File: src/hdl/ptc_ram.sv
module ptc_ram #(
  parameter int WIDTH = 8,
  parameter int DEPTH = 16
) (
  input  logic                     clk,
  input  logic                     we,
  input  logic [$clog2(DEPTH)-1:0] waddr,
  input  logic [WIDTH-1:0]         wdata,
  input  logic [$clog2(DEPTH)-1:0] raddr_a,
  output logic [WIDTH-1:0]         rdata_a,
  input  logic [$clog2(DEPTH)-1:0] raddr_b,
  output logic [WIDTH-1:0]         rdata_b
);

  logic [WIDTH-1:0] mem [DEPTH];

  // One write port, two registered read ports
  always_ff @(posedge clk) begin
    if (we) begin
      mem[waddr] <= wdata;
    end
    rdata_a <= mem[raddr_a];
    rdata_b <= mem[raddr_b];
  end

endmodule

File: config.mk
export PLATFORM = sky130hd
export DESIGN_NAME = ptc_ram
export DESIGN_NICKNAME = d
export VERILOG_FILES = /design/src/hdl/ptc_ram.sv
export SDC_FILE = /design/constraint.sdc
export NUM_CORES = 1
export LEC_CHECK = 0
export ABC_AREA = 1
export BUFFER_PORTS_ARGS = -buffer_cell sky130_fd_sc_hd__buf_2
export CORE_ASPECT_RATIO = 0.8
export CORE_MARGIN = 2
export CORE_UTILIZATION = 45
export DETAILED_ROUTE_END_ITERATION = 10
export PLACE_DENSITY = 0.6
export SLEW_MARGIN = 20
export SYNTH_ARGS = -nofsm -noshare
export SYNTH_HDL_FRONTEND = slang
export SYNTH_SLANG_ARGS = --single-unit
File: constraint.sdc
create_clock -name clk -period 1.3 [get_ports clk]
set_clock_uncertainty 0.05 [all_clocks]
set_input_delay 0.13 -clock clk [delete_from_list [all_inputs] [get_ports clk]]
set_output_delay 0.13 -clock clk [all_outputs]
set_load 0.02 [all_outputs]
==> reports/qor.tcl, run 1 <==
set qor(netlist_top_cells_count) {sky130_fd_sc_hd__nand2_1 (277), sky130_fd_sc_hd__nand3_1 (225), sky130_fd_sc_hd__inv_1 (134)}
set qor(synth_async_sr_flop_share_pct) 0
set qor(muxShareOfSynthArea_pct) 0
set qor(root_buffer) {sky130_fd_sc_hd__clkbuf_16}
set qor(num_antenna_cells) 0
set qor(mappedNetlistArea_um2) 7260
set qor(worstPathMaxFanout) 1
set qor(period_needed_ns) 1.19
set qor(h-tree-depth) 4
set qor(p_leak_nw) 3.88
set qor(setup_repair_after_global_routing_missed_its_margin) {false}
set qor(post_cts_resized) 0
set qor(reg2reg_setup_slack_ns) 0.22
set qor(cp_data_arrival_time_ns) 1.01
set qor(finalNetCount) 928
set qor(yosysSeqAreaShare_pct) 57.4
set qor(grt_remaining_overflow) 0
set qor(worst_skew_pair.late_latency_ns) 0.42
set qor(synth_compound_area_share_pct) 0
set qor(synth_area_per_cell_um2) 8.53
set qor(timing.max_slew.rel_slack_pct) 71.8
set qor(power.density_cell_area_nw_per_um2) 1330
set qor(boundaryPins) 38
set qor(core_um2) 15800
set qor(via_count) 5904
set qor(grt_start_max_net_pins) 43
set qor(synth-xor-area-share_pct) 0
set qor(synth_edf_count) 128
set qor(timing.setup.critical_path_class) {reg -> out}
set qor(status) {completed}
set qor(total_of_warnings_raised_by_yosys) 0
set qor(min_period_over_period_pct) 91.3
set qor(yosys-top-cells-area) {sky130_fd_sc_hd__edfxtp_1 (53%), sky130_fd_sc_hd__nand3_1 (16%), sky130_fd_sc_hd__nand2_1 (14%), sky130_fd_sc_hd__inv_1 (6.9%), sky130_fd_sc_hd__dfxtp_1 (4.4%)}
set qor(cts.sink_count) 144
set qor(synthDominantAreaCellType) {sky130_fd_sc_hd__edfxtp_1}
set qor(timing_worst_slew_pin_value_ns) 0.423
set qor(ys_seq_elements) 144
set qor(yosys.area.top_type_share_pct) 52.9
set qor(preCtsSetupSlack_ns) 0.0535
set qor(synth.distinct_cells) 13
set qor(drtPass1Iterations) 5
set qor(hold_class) {in -> reg}
set qor(fmaxAchievable_mhz) 843
set qor(worstSetupEndpointType) {output port}
set qor(crit_slowest_cell) {sky130_fd_sc_hd__dfxtp_1}
set qor(initial_core_util_pct) 45.9
set qor(detail_routed_via_count_per_cell) 5.21
set qor(port_buffers) 37
set qor(final.hold.worst_slack_ns) 0.0521
set qor(cts.repair_timing.setup_buffer_count) 0
set qor(cp_max_stage_delay_ns) 0.39
set qor(critical_path_required_ns) 1.12
set qor(detail-route-antenna-nets) 0
set qor(cts-root-to-sink-buffers) 2
set qor(count_of_placed_standard_cells_including_taps) 1101
set qor(die_area_um2) 17200
set qor(yosys.area_share.adder_pct) 0
set qor(dieWidth_um) 146
set qor(initial_antenna_violation_count) 0
set qor(mappedNetlistNets) 873
set qor(final_layout_size_suffix_gt1_share_pct) 12.7
set qor(grt_usage_pct) 25.2
set qor(grt_first_pass_wirelength_mm) 32.5
set qor(vias_in_the_first_global_route) 5617
set qor(syn_inst) 851
set qor(worst_slack_ns) 0.113
set qor(yosys.cell_count.top_type) {sky130_fd_sc_hd__nand2_1}
set qor(tritoncts) {yes}
set qor(ys.flop_type) {sky130_fd_sc_hd__edfxtp_1}
set qor(finalSetupViolations) 0
set qor(category_of_the_worst_setup_path_launch_point) {flip-flop}
set qor(post_cts_clock_slew_at_the_launch_and_capture_registers_of_the_worst_setup_and_hold_paths_ns) 0.06
set qor(peakVddDrop_mv) 0.860
set qor(crit_buf_inv) 1
set qor(critPathTopFamily) {flip-flops}
set qor(simple_logic_cell_fraction_of_the_synthesized_area_pct) 30.9
set qor(totalPowerFinal_mw) 11.3
set qor(critical_path.cell_chain) {buf_2}
set qor(die_h_um) 118
set qor(hold_viol) 0
set qor(std_cell_rows) 41
set qor(tritoncts.num_buffers) 17
set qor(instances_no_fill) 1134
set qor(area.growth.synth_to_final_pct) 17.3
set qor(final.setup.tns_ns) 0
set qor(detail_route.wl_per_cell_um) 18.2
set qor(cap_violations) 0
set qor(hpwl_mm) 13.6
set qor(dominant_combinational_cell_family_by_area_after_synthesis) {simple AND/OR/NAND/NOR gates}
set qor(place_congestion) 0.897
set qor(wl_mm) 20.6
set qor(drt_first_iter_violations) 735
set qor(drt_drc_violations_left) 0
set qor(report.final.slew_viol_count) 0
## cells by family after synthesis
group / after synthesis
and+or+nand+nor: 521
buffers and inverters: 186
DFF: 144
## worst paths after layout
path	startpoint	endpoint	cells after the start
setup / recovery	rdata_b[3]$_DFF_P_	rdata_b[3]	1
hold / removal	wdata[4]	mem[1][4]$_DFFE_PP_	1
setup reg to reg	mem[14][6]$_DFFE_PP_	rdata_a[6]$_DFF_P_	6
hold reg to reg	mem[5][1]$_DFFE_PP_	rdata_a[1]$_DFF_P_	6
## layout make-up
class                   instances  area (µm²)
clock buffers                  18         429
clock inverters                14         164
fillers                      1458        7280
inverters                     138         518
multi-input cells             521        2240
flip-flops and latches        144        4160
well taps                     215         269
repair buffers                 84         728
## per-stage QoR
| stage | area [µm²] | util (%) |
|---|---|---|
| after floorplan | 7260 | - |
| after global placement | 7910 | 50.1 |
| after detailed placement | 7910 | 50.1 |
| after CTS | 8520 | 53.9 |
| after global routing | 8520 | 53.9 |
| final | 8520 | 53.9 |
## report_power, final
group	switching [mW]	internal, mW	total, mW
combinational	0.807	0.408	1.21
sequential	0.0444	5.18	5.22
clock	1.89	3.01	4.90
## layout by cell type (no fill, tap or decap)
cell type / netlist / final
sky130_fd_sc_hd__clkinv_4: 0 / 2
sky130_fd_sc_hd__nor2_1: 17 / 17
sky130_fd_sc_hd__nand3_1: 225 / 225
sky130_fd_sc_hd__clkinv_1: 0 / 1
sky130_fd_sc_hd__buf_4: 4 / 31
sky130_fd_sc_hd__dlygate4sd3_1: 0 / 1
sky130_fd_sc_hd__edfxtp_1: 128 / 128
sky130_fd_sc_hd__inv_2: 4 / 4
sky130_fd_sc_hd__nand3b_1: 2 / 2
sky130_fd_sc_hd__bufinv_16: 0 / 3
sky130_fd_sc_hd__buf_12: 0 / 15
sky130_fd_sc_hd__inv_6: 0 / 2
sky130_fd_sc_hd__dfxtp_1: 16 / 16
sky130_fd_sc_hd__clkbuf_1: 3 / 1
sky130_fd_sc_hd__inv_1: 134 / 134
sky130_fd_sc_hd__clkinvlp_4: 0 / 2
sky130_fd_sc_hd__clkbuf_16: 0 / 17
sky130_fd_sc_hd__buf_2: 26 / 37
sky130_fd_sc_hd__clkinv_2: 0 / 4
sky130_fd_sc_hd__nand2_1: 277 / 277
## timing repair
| action | in CTS | in global routing |
|---|---|---|
| hold buffers | 1 | 0 |
| setup endpoints to repair | 0 | 0 |
| endpoints found under the hold margin | 2 | 0 |
## state kept, by name, indices dropped and copies added (netlist names)
name / cells
rdata_b: 8
rdata_a: 8
mem: 128
## per-layer routing
metal,routed length [µm],global-route usage (%)
met5,0,0
met4,275,7.34
met3,2040,5.89
met2,9000,37.4
met1,9310,36.9
Power figures use the tool's default switching activity.
==> inputs of run 2 (changes only) <==
CELL_PAD_IN_SITES_DETAIL_PLACEMENT = 1   (was unset)
CELL_PAD_IN_SITES_GLOBAL_PLACEMENT = 1   (was unset)
CORE_MARGIN = 10   (was 2)
PLACE_DENSITY = 0.75   (was 0.6)
==> run 2 against run 1 <==
  * Register-to-register slack lost 0.07 ns
  * Final cell count shrank 0.53%
  * Non-clock buffer count decreased by 6
==> reports/qor.tcl, run 2 (synthesized netlist as in run 1, its figures left out) <==
set qor(status) {completed} ;# unchanged
set qor(die_h_um) 134 ;# was 118 µm
set qor(cp_data_arrival_time_ns) 1.05 ;# was 1.01 ns
set qor(tritoncts.num_buffers) 17 ;# unchanged
set qor(vias_in_the_first_global_route) 6709 ;# was 5,617
set qor(worst_skew_pair.late_latency_ns) 0.43 ;# was 0.42 ns
set qor(post_cts_hold_buffer_count) 0 ;# was 1
set qor(core_um2) 15800 ;# unchanged
set qor(hpwl_mm) 16.2 ;# was 13.6 mm
set qor(rr_startpoint) {mem[2][4]$_DFFE_PP_} ;# was mem[14][6]$_DFFE_PP_
set qor(dieWidth_um) 162 ;# was 146 µm
set qor(timing_worst_slew_pin_value_ns) 0.452 ;# was 0.423 ns
set qor(initial_antenna_violation_count) 1 ;# was 0
set qor(min_delay_worst_endpoint) {mem[15][5]$_DFFE_PP_} ;# was mem[1][4]$_DFFE_PP_
set qor(min-delay-start) {wdata[5]} ;# was wdata[4]
set qor(drt_first_iter_violations) 498 ;# was 735
set qor(totalPowerFinal_mw) 11.3 ;# about the same
set qor(die_area_um2) 21600 ;# was 17,200 µm²
set qor(final_layout_size_suffix_gt1_share_pct) 12.0 ;# was 12.7%
set qor(grt_start_max_net_pins) 65 ;# was 43
set qor(category_of_the_worst_setup_path_launch_point) {flip-flop} ;# unchanged
set qor(setup_repair_after_global_routing_missed_its_margin) {false} ;# unchanged
set qor(initial_core_util_pct) 45.9 ;# unchanged
set qor(area.growth.synth_to_final_pct) 16.2 ;# was 17.3%
set qor(peakVddDrop_mv) 1.09 ;# was 0.860 mV
set qor(report.final.slew_viol_count) 0 ;# unchanged
set qor(port_buffers) 37 ;# unchanged
set qor(ff_latch_area_um2) 4160 ;# unchanged
set qor(wl_mm) 24.4 ;# was 20.6 mm
set qor(cts.repair_timing.setup_buffer_count) 0 ;# unchanged
set qor(instances_no_fill) 1128 ;# was 1,134
set qor(detail_route.wl_per_cell_um) 21.6 ;# was 18.2 µm
set qor(worstPathMaxFanout) 1 ;# unchanged
set qor(drt_drc_violations_left) 0 ;# unchanged
set qor(fillers) 1891 ;# was 1,458
set qor(post_cts_clock_slew_at_the_launch_and_capture_registers_of_the_worst_setup_and_hold_paths_ns) 0.06 ;# about the same
set qor(num_antenna_cells) 0 ;# unchanged
set qor(largest_register_ffs) 128 ;# unchanged
set qor(finalCoreUtilization_pct) 53.4 ;# was 53.9%
set qor(reg2reg_depth) 6 ;# unchanged
set qor(crit-reg2reg-capture) {rdata_b[4]$_DFF_P_} ;# was rdata_a[6]$_DFF_P_
set qor(detail-route-antenna-nets) 0 ;# unchanged
set qor(crit_buf_inv) 1 ;# unchanged
set qor(final.setup.tns_ns) 0 ;# unchanged
set qor(finalNetCount) 922 ;# was 928
set qor(drtPass1Iterations) 6 ;# was 5
set qor(cp_max_stage_delay_ns) 0.41 ;# was 0.39 ns
set qor(timing.setup.critical_path_class) {reg -> out} ;# unchanged
set qor(grt_remaining_overflow) 0 ;# unchanged
set qor(min_period_over_period_pct) 94.4 ;# was 91.3%
set qor(std_cell_rows) 41 ;# unchanged
set qor(cts-root-to-sink-buffers) 2 ;# unchanged
set qor(period_needed_ns) 1.23 ;# was 1.19 ns
set qor(boundaryPins) 38 ;# unchanged
set qor(fmaxAchievable_mhz) 815 ;# was 843 MHz
set qor(critical_path_required_ns) 1.12 ;# about the same
set qor(worstSetupEndpointType) {output port} ;# unchanged
set qor(multi_input_comb_area_um2) 2240 ;# unchanged
set qor(finalSetupViolations) 0 ;# unchanged
set qor(via_count) 6227 ;# was 5,904
set qor(p_leak_nw) 3.84 ;# was 3.88 nW
set qor(detail_routed_via_count_per_cell) 5.52 ;# was 5.21
set qor(critical_path.cell_chain) {buf_2} ;# unchanged
set qor(h-tree-depth) 4 ;# unchanged
set qor(cts.sink_count) 144 ;# unchanged
set qor(place_congestion) 0.863 ;# was 0.897
set qor(cap_violations) 0 ;# unchanged
set qor(critPathTopFamily) {flip-flops} ;# unchanged
set qor(final.hold.worst_slack_ns) 0.0296 ;# was 0.0521 ns
set qor(power.density_cell_area_nw_per_um2) 1350 ;# was 1330 nW/µm²
set qor(hold_viol) 0 ;# unchanged
set qor(layout_commonest_cell) {sky130_fd_sc_hd__nand2_1} ;# unchanged
set qor(grt_first_pass_wirelength_mm) 37.7 ;# was 32.5 mm
set qor(most-common-layout-cells) {sky130_fd_sc_hd__nand2_1 (277), sky130_fd_sc_hd__nand3_1 (225), sky130_fd_sc_hd__inv_1 (134)} ;# unchanged
set qor(timing.max_slew.rel_slack_pct) 69.8 ;# was 71.8%
set qor(root_buffer) {sky130_fd_sc_hd__clkbuf_16} ;# unchanged
set qor(post_cts_resized) 0 ;# unchanged
set qor(reg2reg_setup_slack_ns) 0.15 ;# was 0.22 ns
set qor(grt_usage_pct) 23.0 ;# was 25.2%
set qor(hold_class) {in -> reg} ;# unchanged
set qor(reg.largest.list) {mem (128), rdata_a (8), rdata_b (8)} ;# unchanged
set qor(crit_slowest_cell) {sky130_fd_sc_hd__dfxtp_1} ;# unchanged
set qor(count_of_placed_standard_cells_including_taps) 1096 ;# was 1,101
set qor(holdPathStages) 1 ;# unchanged
set qor(register_with_the_most_flip_flops) {mem} ;# unchanged
set qor(tritoncts) {yes} ;# unchanged
-- run 2: changes by cell type in the layout (fill, tap and decap cells not counted), moves of 2 or more --
cell	before	now
sky130_fd_sc_hd__inv_6	2	0
sky130_fd_sc_hd__buf_4	31	28
sky130_fd_sc_hd__clkinv_4	2	0
sky130_fd_sc_hd__buf_12	15	13
sky130_fd_sc_hd__clkinv_1	1	3
-- run 2: worst max-delay path by stage --
stage                                  start                   end  slack, ns  cells past startpoint
after floorplan                     waddr[2]  mem[10][0]$_DFFE_PP_       0.17                      2
after global placement            raddr_b[0]    rdata_b[4]$_DFF_P_       0.04                      7
after detailed placement          raddr_b[0]    rdata_b[4]$_DFF_P_       0.03                      7
after CTS                 rdata_a[4]$_DFF_P_            rdata_a[4]       0.06                      1
after global routing      rdata_a[4]$_DFF_P_            rdata_a[4]       0.04                      1
final                     rdata_a[4]$_DFF_P_            rdata_a[4]       0.07                      1
-- run 2: layout make-up --
type | count | area share [%]
clock inverter | 13 | 1.71
multi-input combinational | 521 | 26.6
timing repair buffer | 78 | 7.77
inverter | 138 | 6.14
clock buffer | 19 | 5.25
tap | 215 | 3.19
sequential | 144 | 49.3
-- run 2: power breakdown --
group          internal [mW]  switching (mW)
Sequential              5.18          0.0491
Clock                   3.03            1.87
Combinational          0.382           0.851
Total                   8.58            2.77
-- run 2: metal layers --
layer / GRT usage (%) / wire length [µm] / vias up
li1: - / - / 2836
met1: 28.5 / 10200 / 3076
met2: 37.3 / 11600 / 245
met3: 5.26 / 1710 / 68
met4: 10.8 / 876 / 2
met5: 0 / 12 / -
-- run 2: through the flow --
stage                     instance area, µm²  setup WS [ns]
final                                   8440         0.0732
after global routing                    8440         0.0384
after floorplan                         7260          0.169
after CTS                               8440         0.0594
after detailed placement                7850         0.0305
after global placement                  7850         0.0398
